<file path="config.mk">
export PLATFORM = sky130hd
export DESIGN_NAME = unsigned_restoring_divider_flat
export DESIGN_NICKNAME = d
export VERILOG_FILES = /design/src/hdl/udiv_pkg.sv /design/src/hdl/udiv_if.sv /design/src/hdl/udiv_dpath.sv /design/src/hdl/udiv_ctrl.sv /design/src/hdl/unsigned_restoring_divider.sv /design/src/flat_wrapper.sv
export SDC_FILE = /design/constraint.sdc
export NUM_CORES = 1
export LEC_CHECK = 0
export BUFFER_PORTS_ARGS = -buffer_cell sky130_fd_sc_hd__buf_2
export CAP_MARGIN = 20
export CORE_MARGIN = 2
export CORE_UTILIZATION = 54
export CTS_CLUSTER_SIZE = 14
export DETAILED_ROUTE_END_ITERATION = 8
export GPL_ROUTABILITY_DRIVEN = 0
export PLACE_DENSITY = 0.75
export RECOVER_POWER = 50
export SKIP_LAST_GASP = 1
export SYNTH_ARGS = -nofsm -noshare
export SYNTH_HDL_FRONTEND = slang
export SYNTH_SLANG_ARGS = --single-unit
export TNS_END_PERCENT = 10
</file>
<file path="constraint.sdc">
create_clock -name clk -period 4 [get_ports clk]
set_input_delay 0.6 -clock clk [delete_from_list [all_inputs] [get_ports clk]]
set_output_delay 0.6 -clock clk [all_outputs]
set_load 0.02 [all_outputs]
</file>
<file path="src/hdl/udiv_pkg.sv">
// ============================================================================
// udiv_pkg
// Shared constants, controller states and command types for the unsigned
// restoring divider.
// ============================================================================
package udiv_pkg;

    localparam int DATA_WIDTH = 32;
    localparam int CNT_W      = $clog2(DATA_WIDTH);

    localparam logic [CNT_W-1:0] LAST_STEP = CNT_W'(DATA_WIDTH - 1);

    typedef logic [DATA_WIDTH-1:0] data_t;
    typedef logic [CNT_W-1:0]      cnt_t;

    typedef enum logic [1:0] {
        ST_IDLE,
        ST_RUN,
        ST_WRITE
    } state_t;

    // Commands from the controller to the datapath
    typedef struct packed {
        logic load;   // capture operands, clear partial remainder
        logic step;   // one shift-and-subtract iteration
        logic store;  // move the quotient into the output register
    } cmd_t;

endpackage

</file>
<file path="src/hdl/udiv_if.sv">
// ============================================================================
// udiv_in_if / udiv_out_if
// Valid/ready channels for operand beats and quotient beats.
// ============================================================================
interface udiv_in_if;

    logic                  valid;
    logic                  ready;
    udiv_pkg::data_t       dividend;
    udiv_pkg::data_t       divisor;

    modport source (output valid, output dividend, output divisor, input ready);
    modport sink   (input valid, input dividend, input divisor, output ready);

endinterface

interface udiv_out_if;

    logic                  valid;
    logic                  ready;
    udiv_pkg::data_t       quotient;

    modport source (output valid, output quotient, input ready);
    modport sink   (input valid, input quotient, output ready);

endinterface

</file>
<file path="src/hdl/udiv_dpath.sv">
// ============================================================================
// udiv_dpath
// Restoring division datapath: operand, remainder and quotient registers,
// one subtract-and-compare per step, and the output quotient register.
// ============================================================================
module udiv_dpath (
    input  logic               clk,
    input  udiv_pkg::cmd_t     cmd,
    input  udiv_pkg::data_t    dividend,
    input  udiv_pkg::data_t    divisor,
    output udiv_pkg::data_t    quotient
);

    localparam int W = udiv_pkg::DATA_WIDTH;

    udiv_pkg::data_t num_reg, num_next;
    udiv_pkg::data_t den_reg, den_next;
    udiv_pkg::data_t rem_reg, rem_next;
    udiv_pkg::data_t quo_reg, quo_next;
    logic            den_zero_reg, den_zero_next;
    udiv_pkg::data_t out_reg, out_next;

    logic [W:0] rem_shift;
    logic [W:0] diff;
    logic       fits;

    // Remainder stays below the divisor, so the shifted value needs one extra bit
    assign rem_shift = {rem_reg, num_reg[W-1]};
    assign diff      = rem_shift - {1'b0, den_reg};
    // no borrow out of the top bit means the divisor fits
    assign fits      = !diff[W];

    always_comb
    begin
        num_next      = num_reg;
        den_next      = den_reg;
        rem_next      = rem_reg;
        quo_next      = quo_reg;
        den_zero_next = den_zero_reg;
        out_next      = out_reg;

        if (cmd.store)
        begin
            out_next = den_zero_reg ? '0 : quo_reg;
        end

        if (cmd.load)
        begin
            num_next      = dividend;
            den_next      = divisor;
            rem_next      = '0;
            quo_next      = '0;
            den_zero_next = (divisor == '0);
        end
        else if (cmd.step)
        begin
            num_next = {num_reg[W-2:0], 1'b0};
            quo_next = {quo_reg[W-2:0], fits};
            rem_next = fits ? diff[W-1:0] : rem_shift[W-1:0];
        end
    end

    always_ff @(posedge clk)
    begin
        num_reg      <= num_next;
        den_reg      <= den_next;
        rem_reg      <= rem_next;
        quo_reg      <= quo_next;
        den_zero_reg <= den_zero_next;
        out_reg      <= out_next;
    end

    assign quotient = out_reg;

endmodule

</file>
<file path="src/hdl/udiv_ctrl.sv">
// ============================================================================
// udiv_ctrl
// Controller: operand handshake, step counter and output beat valid.
// ============================================================================
module udiv_ctrl (
    input  logic               clk,
    input  logic               rst_n,
    input  logic               in_valid,
    output logic               in_ready,
    output logic               out_valid,
    input  logic               out_ready,
    output udiv_pkg::cmd_t     cmd
);

    udiv_pkg::state_t state_reg, state_next;
    udiv_pkg::cnt_t   cnt_reg, cnt_next;
    logic             out_valid_reg, out_valid_next;
    logic             slot_free;

    assign slot_free = !out_valid_reg || out_ready;

    // Next state
    always_comb
    begin
        state_next = state_reg;
        unique case (state_reg)
            udiv_pkg::ST_IDLE:
            begin
                if (in_valid)
                begin
                    state_next = udiv_pkg::ST_RUN;
                end
            end
            udiv_pkg::ST_RUN:
            begin
                if (cnt_reg == '0)
                begin
                    state_next = udiv_pkg::ST_WRITE;
                end
            end
            udiv_pkg::ST_WRITE:
            begin
                if (slot_free)
                begin
                    state_next = in_valid ? udiv_pkg::ST_RUN : udiv_pkg::ST_IDLE;
                end
            end
            default:
            begin
                state_next = udiv_pkg::ST_IDLE;
            end
        endcase
    end

    // Outputs
    always_comb
    begin
        in_ready  = 1'b0;
        cmd.step  = 1'b0;
        cmd.store = 1'b0;
        unique case (state_reg)
            udiv_pkg::ST_IDLE:
            begin
                in_ready = 1'b1;
            end
            udiv_pkg::ST_RUN:
            begin
                cmd.step = 1'b1;
            end
            udiv_pkg::ST_WRITE:
            begin
                in_ready  = slot_free;
                cmd.store = slot_free;
            end
            default:
            begin
                in_ready = 1'b0;
            end
        endcase
        cmd.load = in_valid && in_ready;
    end

    always_comb
    begin
        cnt_next = cnt_reg;
        if (cmd.load)
        begin
            cnt_next = udiv_pkg::LAST_STEP;
        end
        else if (cmd.step)
        begin
            cnt_next = cnt_reg - udiv_pkg::cnt_t'(1);
        end

        // hold the beat until taken
        if (cmd.store)
        begin
            out_valid_next = 1'b1;
        end
        else if (out_ready)
        begin
            out_valid_next = 1'b0;
        end
        else
        begin
            out_valid_next = out_valid_reg;
        end
    end

    always_ff @(posedge clk or negedge rst_n)
    begin
        if (!rst_n)
        begin
            state_reg     <= udiv_pkg::ST_IDLE;
            cnt_reg       <= '0;
            out_valid_reg <= 1'b0;
        end
        else
        begin
            state_reg     <= state_next;
            cnt_reg       <= cnt_next;
            out_valid_reg <= out_valid_next;
        end
    end

    assign out_valid = out_valid_reg;

    a_store_slot_free: assert property (@(posedge clk) disable iff (!rst_n)
        cmd.store |-> (!out_valid_reg || out_ready))
        else $error("quotient stored over an untaken beat");

    a_last_step_to_write: assert property (@(posedge clk) disable iff (!rst_n)
        (state_reg == udiv_pkg::ST_RUN && cnt_reg == '0) |=>
            (state_reg == udiv_pkg::ST_WRITE))
        else $error("run did not end in write");

    a_no_accept_in_run: assert property (@(posedge clk) disable iff (!rst_n)
        (state_reg == udiv_pkg::ST_RUN) |-> !in_ready)
        else $error("operands accepted mid-division");

    a_load_sets_count: assert property (@(posedge clk) disable iff (!rst_n)
        cmd.load |=> (state_reg == udiv_pkg::ST_RUN && cnt_reg == udiv_pkg::LAST_STEP))
        else $error("load did not start a full run");

endmodule

</file>
<file path="src/hdl/unsigned_restoring_divider.sv">
// ============================================================================
// unsigned_restoring_divider
// 32-bit unsigned integer divider, restoring shift-and-subtract.
// ============================================================================
// Usage:
//   in_ch  carries one operand beat: dividend and divisor, both unsigned.
//   out_ch carries one quotient beat per operand beat, floor(dividend /
//   divisor), in order. A zero divisor gives a quotient of zero.
// Timing:
//   The shared subtract-and-compare unit produces one quotient bit per
//   cycle in ST_RUN after the operand beat is taken. ST_WRITE follows,
//   storing the quotient in the output register, and the quotient appears
//   on out_ch the cycle after. No new beat is taken during the run;
//   back-to-back operands are taken in the cycle the quotient is written.
// Reset:
//   rst_n clears the controller; no beat is pending and in_ch.ready is high.
// Stall:
//   The output register holds the quotient until taken. A new beat may be
//   accepted and divided meanwhile; the controller then waits with
//   in_ch.ready low until the output register is free.
// ============================================================================
module unsigned_restoring_divider (
    input  logic       clk,
    input  logic       rst_n,
    udiv_in_if.sink    in_ch,
    udiv_out_if.source out_ch
);

    udiv_pkg::cmd_t cmd;

    udiv_ctrl u_ctrl (
        .clk       (clk),
        .rst_n     (rst_n),
        .in_valid  (in_ch.valid),
        .in_ready  (in_ch.ready),
        .out_valid (out_ch.valid),
        .out_ready (out_ch.ready),
        .cmd       (cmd)
    );

    udiv_dpath u_dpath (
        .clk      (clk),
        .cmd      (cmd),
        .dividend (in_ch.dividend),
        .divisor  (in_ch.divisor),
        .quotient (out_ch.quotient)
    );

endmodule

</file>
<file path="src/flat_wrapper.sv">
// flat-port wrapper written by rule: the top's interface ports become plain ports
module unsigned_restoring_divider_flat 
  (clk, rst_n, in_ch_valid, in_ch_dividend, in_ch_divisor, in_ch_ready, out_ch_valid, out_ch_quotient, out_ch_ready);
  udiv_in_if in_ch_i ();
  udiv_out_if out_ch_i ();
  input  logic clk;
  input  logic rst_n;
  input wire logic [$bits(in_ch_i.valid)-1:0] in_ch_valid;
  input wire logic [$bits(in_ch_i.dividend)-1:0] in_ch_dividend;
  input wire logic [$bits(in_ch_i.divisor)-1:0] in_ch_divisor;
  output wire logic [$bits(in_ch_i.ready)-1:0] in_ch_ready;
  output wire logic [$bits(out_ch_i.valid)-1:0] out_ch_valid;
  output wire logic [$bits(out_ch_i.quotient)-1:0] out_ch_quotient;
  input wire logic [$bits(out_ch_i.ready)-1:0] out_ch_ready;
  assign in_ch_i.valid = in_ch_valid;
  assign in_ch_i.dividend = in_ch_dividend;
  assign in_ch_i.divisor = in_ch_divisor;
  assign in_ch_ready = in_ch_i.ready;
  assign out_ch_valid = out_ch_i.valid;
  assign out_ch_quotient = out_ch_i.quotient;
  assign out_ch_i.ready = out_ch_ready;
  unsigned_restoring_divider u_core (.clk(clk), .rst_n(rst_n), .in_ch(in_ch_i), .out_ch(out_ch_i));
endmodule
</file>
Word level (Yosys, flattened, before mapping)
Index checks and enable logic that the tools add are counted.
- word-level logic and storage cells: 41
- output and inout port bits: 34
- flip-flop bits (word level): 169
- reductions and logical operators: 10
- equal/unequal tests: 5
- multiplexer cells: 15
- add/sub/neg operators: 2
- operator list (kind ; number):
    two-way mux 32 bit ; 3
    subtractor 33 x 32 -> 33 bit ; 1
    zero test 32 bit ; 1
    two-way mux 5 bit ; 2
    two-way mux 2 bit ; 3
    != test 2 bit (second input constant) ; 3
    one-hot mux 2 bit (3 select lines) ; 1
    zero test 5 bit ; 1
    two-way mux 1 bit ; 5
    subtractor 5 x 1 -> 5 bit (second input constant) ; 1
    nonzero test 2 bit ; 2
    AND reduction 3 bit ; 1
    == test 2 x 1 -> 1 bit (second input constant) ; 1
    == test 2 bit (second input constant) ; 1
    zero test 1 bit ; 2
    zero test 2 bit ; 1
    one-hot mux 1 bit (2 select lines) ; 1
    logical AND 1 bit ; 1
    logical OR 1 bit ; 1

Depth between registers and ports, before layout
Gate-level depths: netlist of run 1.
- word-level depth: 5
- mapped depth: 15
- gate-level depth less buffers: 13

Cells and area by module
From an unflattened synthesis of run 1, not the netlist that was laid out.
- cells, all modules: 768
- area, all modules: 8466.9 µm²
- modules (own cells, without submodules) (module ; instances ; cells an instance ; area each (µm²)):
    udiv_dpath ; 1 ; 726 ; 8041.5
    udiv_ctrl ; 1 ; 42 ; 425.4

Worst setup path before layout of run 1
OpenSTA, ideal clock, no wires.
- kind: input port to flip-flop
- start point: in out_ch_ready
- end point: reg u_core.u_dpath.den_reg[0], enable pin
- required time: 3.590 ns
- library setup time: 0.410 ns
- buffers on the path: 2
- cell stages on the path: 6
- data arrival time: 2.838 ns
- path slack: 0.752 ns
- cell sequence: nor2b_1 a21oi_1 nand2_1 inv_1 clkbuf_1 clkbuf_1
- RTL lines (item ; line ; RTL):
    start: declaration ; flat_wrapper.sv:14 ; input wire logic [$bits(out_ch_i.ready)-1:0] out_ch_ready;
    end signal: assignment ; udiv_dpath.sv:66 ; den_reg <= den_next;
    end: declaration ; udiv_dpath.sv:17 ; udiv_pkg::data_t den_reg, den_next;

Worst setup path after layout of run 1
- start point: reg u_core.u_ctrl.state_reg[0]
- end point: reg u_core.u_dpath.num_reg[22], enable pin
- longest elaborated chain between the ends: 4
- elaborated cells between the ends (all ways): 7
- classes of those cells: eq/ne: 2; mux: 2; reduce/logical: 3
- RTL lines (item ; line ; RTL):
    start: declaration ; udiv_ctrl.sv:15 ; udiv_pkg::state_t state_reg, state_next;
    start signal: assignment ; udiv_ctrl.sv:114 ; state_reg <= udiv_pkg::ST_IDLE;
    start signal: assignment ; udiv_ctrl.sv:120 ; state_reg <= state_next;
    == test 2 bit / zero test 2 bit (equally long branches) ; udiv_ctrl.sv:61 ; unique case (state_reg)
    one-hot mux 1 bit (2 select lines) ; udiv_ctrl.sv:61 ;
    logical AND 1 bit ; udiv_ctrl.sv:80 ; cmd.load = in_valid && in_ready;
    nonzero test 2 bit (no source line) (*) ; n/a ;
    end signal: assignment ; udiv_dpath.sv:65 ; num_reg <= num_next;
    end: declaration ; udiv_dpath.sv:16 ; udiv_pkg::data_t num_reg, num_next;
Every way passes the cells marked *; elsewhere a longest branch is shown, timed or not.
A chain may end at the register's enable or synchronous reset.

==> results of run 1 <==
stage by stage:
stage / cells / hold slack [ps] / power, µW / setup WS (ps)
finish: 1117 / 349 / 7820 / 801
global route: 1117 / 339 / 8450 / 425
CTS: 1116 / 334 / 7850 / 913
detailed placement: 1083 / 448 / 6210 / 929
global placement: 1083 / 439 / 6120 / 1050
floorplan: 826 / 304 / 5620 / 752
critical path, delay by kind of cell (launching register included):
kind,cells,cell delay [ps]
buf+inv,4,2170
flops,1,390
simple gates,2,230
report_power, final:
part	switching, µW	total [µW]	internal [µW]	leakage, µW
registers	330	2860	2530	0.00157
clock network	781	1620	844	0.000291
logic	1870	3330	1460	0.00205
total	2980	7820	4840	0.00391
layout make-up:
type                       instances  area [µm²]  share of cell area [%]
timing repair buffer             112         507                    5.43
tap                              184         230                    2.47
sequential                       169        4390                    47.1
clock inverter                    15         176                    1.89
multi-input combinational        577        3440                    36.9
inverter                          43         161                    1.73
clock buffer                      17         425                    4.56
layer usage:
layer | up-vias | global-route usage [%] | share of wire [%]
met4 | 0 | 7.95 | 2.3
met5 | - | 0 | 0
met3 | 23 | 4.65 | 3.8
met1 | 2696 | 27.7 | 49
li1 | 3041 | - | -
met2 | 129 | 31.2 | 45
worst max path at each step:
stage	start	end	slack, ps	cells past startpoint
global route	u_core.u_ctrl.out_valid	u_core.u_dpath.num_reg[21]	430	8
floorplan	out_ch_ready	u_core.u_dpath.den_reg[0]	750	6
detailed placement	u_core.u_dpath.num_reg[31]	u_core.u_dpath.rem_reg[25]	930	14
CTS	u_core.u_dpath.num_reg[31]	u_core.u_dpath.rem_reg[25]	910	14
global placement	u_core.u_dpath.num_reg[31]	u_core.u_dpath.rem_reg[25]	1050	14
finish	u_core.u_ctrl.state_reg[0]	u_core.u_dpath.num_reg[22]	800	6
cell usage in the layout (no fill, tap or decap), drive strengths merged, types with 2 or more instances in the layout:
cell,n
o21bai,4
nand4,5
a21oi,37
nor2b,37
mux2i,27
clkbuf,74
edfxtp,97
o21ai,82
clkinv,8
and3,5
xnor2,21
a22o,2
a2bb2oi,3
nand3,18
nor4,10
ha,34
or3,2
o21a,3
inv,49
nor2,16
nand2,208
buf,54
a21o,10
dfxtp,64
nor3,4
nand3b,3
dfrtp,8
o211ai,7
nand2b,11
xor2,12
repair_timing:
item,CTS,global route
setup buffers,0,0
endpoints found under the setup margin,0,0
hold endpoints to repair,8,0
resized for setup,0,0
hold buffers,1,0
cell families after synthesis:
family	synth area share, %
xor+xnor	3.53
mux	3.31
simple gates	17.7
fa+ha+maj	5.45
flops	53.7
compound gates	12.0
buf+inv	4.32
==> impl_metrics.env, run 1 <==
export IMPL_result_of_the_run="finished, violations left"
export IMPL_violations="capacitance limit, slew limit"
export IMPL_maxCapViolations=3
export IMPL_synth_avg_cell_area_um2=9.90
export IMPL_die_h_um=127
export IMPL_most_numerous_cell_in_the_yosys_netlist="sky130_fd_sc_hd__nand2_1"
export IMPL_num_vias=5889
export IMPL_timing_fmax_ghz=0.313
export IMPL_critical_path_slowest_cell="sky130_fd_sc_hd__clkbuf_1"
export IMPL_timing_setup_tns_ps=0
export IMPL_remaining_drc_errors=0
export IMPL_htree_levels=4
export IMPL_numCtsBuffers=17
export IMPL_dr_pass1_iters=5
export IMPL_drive_gt1_share_pct=11.1
export IMPL_yosys_top_cells_count="sky130_fd_sc_hd__nand2_1, sky130_fd_sc_hd__edfxtp_1, sky130_fd_sc_hd__dfxtp_1"
export IMPL_totalWireLength_um=15400
export IMPL_min_delay_worst_endpoint="u_core.u_dpath.den_reg[25]"
export IMPL_fin_util_pct=63.8
export IMPL_wl_per_cell_um=13.8
export IMPL_synth_sequential_area_ratio_pct=53.7
export IMPL_path_class="reg2reg"
export IMPL_power_per_cell_area_nw_per_um2=837
export IMPL_design_core_area_um2=14600
export IMPL_first_global_vias=5441
export IMPL_synth_top_cell_area_share_pct=35.6
export IMPL_finalCritPeriodShare_pct=80.0
export IMPL_detailedPlacementHpwl_um=10400
export IMPL_finClkSkew_ps=6.58
export IMPL_fill_cells=1243
export IMPL_cp_start_kind="register"
export IMPL_final_min_clock_period_ps=3200
export IMPL_timing_worst_slew_pin_value_ps=1920
export IMPL_cts_sinks=169
export IMPL_core_rowCount=44
export IMPL_synthesis_area_um2=8180
export IMPL_slew_headroom_pct=-28.1
export IMPL_synth_area_top_cells="sky130_fd_sc_hd__edfxtp_1, sky130_fd_sc_hd__dfxtp_1, sky130_fd_sc_hd__nand2_1"
export IMPL_final_hold_violation_count=0
export IMPL_synth_enable_flop_cells=97
export IMPL_drtAntennaViolNets=0
export IMPL_design_die_area_um2=16100
export IMPL_grt_pass1_wl_um=25900
export IMPL_worstHoldPathType="in2reg"
export IMPL_largest_net_degree_at_the_start_of_global_routing=97
export IMPL_synth_area_leader_cell="sky130_fd_sc_hd__edfxtp_1"
export IMPL_design_area_um2=9340
export IMPL_flow_area_growth_from_synthesis_pct=14.2
export IMPL_min_delay_path_depth=1
export IMPL_peak_supply_drop_mv=0.382
export IMPL_drt_iter0_drc=488
export IMPL_timing_final_setup_violations=0
export IMPL_tritoncts="done"
export IMPL_globalRouteOverflowTotal=0
export IMPL_cts_root_to_sink_buffers=2
export IMPL_worstReg2RegEnd="u_core.u_dpath.num_reg[22]"
export IMPL_dieWidth_um=127
export IMPL_finish_net_count=1023
export IMPL_worstSetupEndpointType="register"
export IMPL_post_syn_instances=826
export IMPL_timing_critical_path_arrival_ps=3240
export IMPL_worstPathRequired_ps=4040
export IMPL_power_leakage_uw=0.00391
export IMPL_pin_count=102
export IMPL_io_buffers=101
export IMPL_holdCritStartpoint="in_ch_divisor[25]"
export IMPL_cts_root_buf="sky130_fd_sc_hd__clkbuf_16"
export IMPL_crit_chain="nor2b_2, buf_4, nor2_1, clkbuf_2, inv_1, clkbuf_1"
export IMPL_setup_reg_to_reg_worst_slack_ps=800
export IMPL_worstRegToRegCells=6
export IMPL_avgViaCountPerCell=5.27
export IMPL_ys_ff_latch=169
export IMPL_worst_path_maximum_fanout=43
export IMPL_timing_rr_start="u_core.u_ctrl.state_reg[0]"
export IMPL_postSynth_asyncResetShare_pct=4.73
export IMPL_grt_setup_unrepaired="no"
export IMPL_yosys_cell_types_count=55
export IMPL_clkTransAtPathRegs_ps=70
export IMPL_synth_main_ff_cell="sky130_fd_sc_hd__edfxtp_1"
export IMPL_effective_utilization_at_floorplan_pct=55.8
export IMPL_detailed_place_area_um2=8800
export IMPL_final_max_slew_violation_count=112
export IMPL_clkLatencyLatePin_ps=440
export IMPL_grtUsageTotal_pct=20.1
export IMPL_diodes=0
export IMPL_antenna_found_initial=0
export IMPL_max_stage_delay_ps=1250
export IMPL_syn_nets=929
export IMPL_synth_yosys_warnings=0
Power figures use the tool's default switching activity.
==> run 2: changes to the inputs <==
Clock period 4 ns to 3.3 ns, I/O delays scaled along.
==> impl_metrics.env, run 2 (synthesis gave the netlist of run 1 again) <==
export IMPL_antenna_found_initial=0
export IMPL_maxCapViolations=2
export IMPL_finClkSkew_ps=8.25
export IMPL_finalCritPeriodShare_pct=91.9
export IMPL_design_core_area_um2=14600
export IMPL_timing_rr_start="u_core.u_dpath.num_reg[31]"
export IMPL_dr_pass1_iters=5
export IMPL_cts_root_to_sink_buffers=2
export IMPL_final_instance_count_excl_fill=1118
export IMPL_fin_util_pct=64.1
export IMPL_worstPathRequired_ps=3600
export IMPL_internal_power_uw=6100
export IMPL_timing_final_setup_violations=0
export IMPL_grtUsageTotal_pct=20.2
export IMPL_placed_cells=1084
export IMPL_tritoncts="done"
export IMPL_diodes=0
export IMPL_timing_setup_tns_ps=0
export IMPL_pin_count=102
export IMPL_worst_path_maximum_fanout=14
export IMPL_final_min_clock_period_ps=3030
export IMPL_clkLatencyLatePin_ps=430
export IMPL_detailedPlacementHpwl_um=10600
export IMPL_holdCritStartpoint="in_ch_divisor[30]"
export IMPL_crit_chain="inv_1, ha_1, fa_1, nand2b_1, a21oi_2, o221ai_2, o21a_4, o21ai_2, a21oi_2, o21ai_2, a21boi_4, buf_6, mux2i_1, o21ai_0"
export IMPL_first_global_vias=5616
export IMPL_power_frac_comb_pct=42.6
export IMPL_p_seq_share_pct=35.8
export IMPL_post_layout_total_power_uw=9650
export IMPL_worstHoldPathType="in2reg"
export IMPL_wl_per_cell_um=14.0
export IMPL_cts_sinks=169
export IMPL_final_max_slew_violation_count=79
export IMPL_most_common_cell_after_layout_fill_and_taps_aside="sky130_fd_sc_hd__nand2_1"
export IMPL_finish_net_count=1024
export IMPL_worstReg2RegEnd="u_core.u_dpath.rem_reg[20]"
export IMPL_drt_iter0_drc=418
export IMPL_worstSetupEndpointType="register"
export IMPL_min_delay_worst_endpoint="u_core.u_dpath.den_reg[30]"
export IMPL_cp_start_kind="register"
export IMPL_clkTransAtPathRegs_ps=70
export IMPL_power_net_switching_uw=3540
export IMPL_core_rowCount=44
export IMPL_timing_critical_path_arrival_ps=3330
export IMPL_timing_worst_slew_pin_value_ps=1930
export IMPL_violations="capacitance limit, slew limit"
export IMPL_peak_supply_drop_mv=0.440
export IMPL_max_stage_delay_ps=400
export IMPL_critical_path_slowest_cell="sky130_fd_sc_hd__fa_1"
export IMPL_remaining_drc_errors=0
export IMPL_result_of_the_run="finished, violations left"
export IMPL_most_common_layout_cells="sky130_fd_sc_hd__nand2_1, sky130_fd_sc_hd__edfxtp_1, sky130_fd_sc_hd__dfxtp_1"
export IMPL_flow_area_growth_from_synthesis_pct=14.8
export IMPL_slew_headroom_pct=-28.5
export IMPL_setup_reg_to_reg_worst_slack_ps=270
export IMPL_path_class="reg2reg"
export IMPL_final_hold_violation_count=0
export IMPL_die_h_um=127
export IMPL_power_leakage_uw=0.00394
export IMPL_totalWireLength_um=15600
export IMPL_num_vias=5935
export IMPL_grt_setup_unrepaired="no"
export IMPL_design_die_area_um2=16100
export IMPL_htree_levels=4
export IMPL_drtAntennaViolNets=0
export IMPL_effective_utilization_at_floorplan_pct=55.8
export IMPL_timing_fmax_ghz=0.330
export IMPL_worstRegToRegCells=14
export IMPL_clockPowerShare_pct=21.6
export IMPL_io_buffers=101
export IMPL_globalRouteOverflowTotal=0
export IMPL_avgViaCountPerCell=5.31
export IMPL_cts_root_buf="sky130_fd_sc_hd__clkbuf_16"
export IMPL_grt_pass1_wl_um=26200
export IMPL_min_delay_path_depth=1
export IMPL_drive_gt1_share_pct=10.8
export IMPL_power_per_cell_area_nw_per_um2=1030
export IMPL_largest_net_degree_at_the_start_of_global_routing=80
export IMPL_dieWidth_um=127
export IMPL_switching_share_pct=36.7
export IMPL_numCtsBuffers=17
## run 2: cell types whose count changed in the layout (fill, tap and decap cells not counted), sizes merged
cell | before | now
buf | 54 | 53
bufinv | 0 | 3
clkbuf | 74 | 78
clkinv | 8 | 3
clkinvlp | 1 | 0
inv | 49 | 50
## run 2: worst max-delay path by stage
stage	startpoint	end
floorplan	u_core.u_ctrl.out_valid	u_core.u_dpath.den_reg[0]
global placement	u_core.u_dpath.num_reg[31]	u_core.u_dpath.rem_reg[14]
detailed placement	u_core.u_dpath.num_reg[31]	u_core.u_dpath.rem_reg[20]
CTS	u_core.u_dpath.num_reg[31]	u_core.u_dpath.rem_reg[20]
global route	u_core.u_dpath.num_reg[31]	u_core.u_dpath.rem_reg[20]
finish	u_core.u_dpath.num_reg[31]	u_core.u_dpath.rem_reg[20]
## run 2: metal layers
metal	vias to the layer above	GRT usage (%)	routed length [µm]
li1	3041	-	-
met1	2736	27.3	7480
met2	138	33.0	7200
met3	20	4.19	688
met4	0	6.72	249
met5	-	0	0
## run 2: cell type report
| class | instances | area [µm²] |
|---|---|---|
| Fill cell | 1210 | 5250 |
| Sequential cell | 169 | 4390 |
| Inverter | 43 | 161 |
| Clock inverter | 13 | 181 |
| Tap cell | 184 | 230 |
| Timing Repair Buffer | 113 | 546 |
| Clock buffer | 19 | 433 |
| Multi-Input combinational cell | 577 | 3440 |
## run 2: what timing repair did
action,CTS,global route
endpoints found under the setup margin,0,1
resized for setup,0,1
buffers inserted,0,0
hold endpoints to repair,8,0
hold buffers,1,0
## run 2: stage by stage
stage / worst slack [ps] / hold WS [ps] / area [µm²]
finish: 267 / 256 / 9390
CTS: 214 / 239 / 9460
detailed placement: 231 / 354 / 8840
global placement: 367 / 350 / 8840
floorplan: 78.2 / 199 / 8180
global route: 29.1 / 245 / 9390
## run 2: worst max-delay path, delay by kind of cell, from the launching register on
family / cells / cell delay [ps]
compound gates: 8 / 1240
fa+ha+maj: 2 / 620
buf+inv: 2 / 300
flops: 1 / 330
mux: 1 / 220
simple gates: 1 / 190
## run 2: power groups by stage
stage          logic (µW)  registers, µW  clock network [µW]
6_report             4110           3450                2090
3_5_place_dp         4060           3500                   0
2_1_floorplan        3430           3380                   0
3_3_place_gp         3980           3480                   0
4_1_cts              4100           3460                2120
5_1_grt              4640           3540                2210
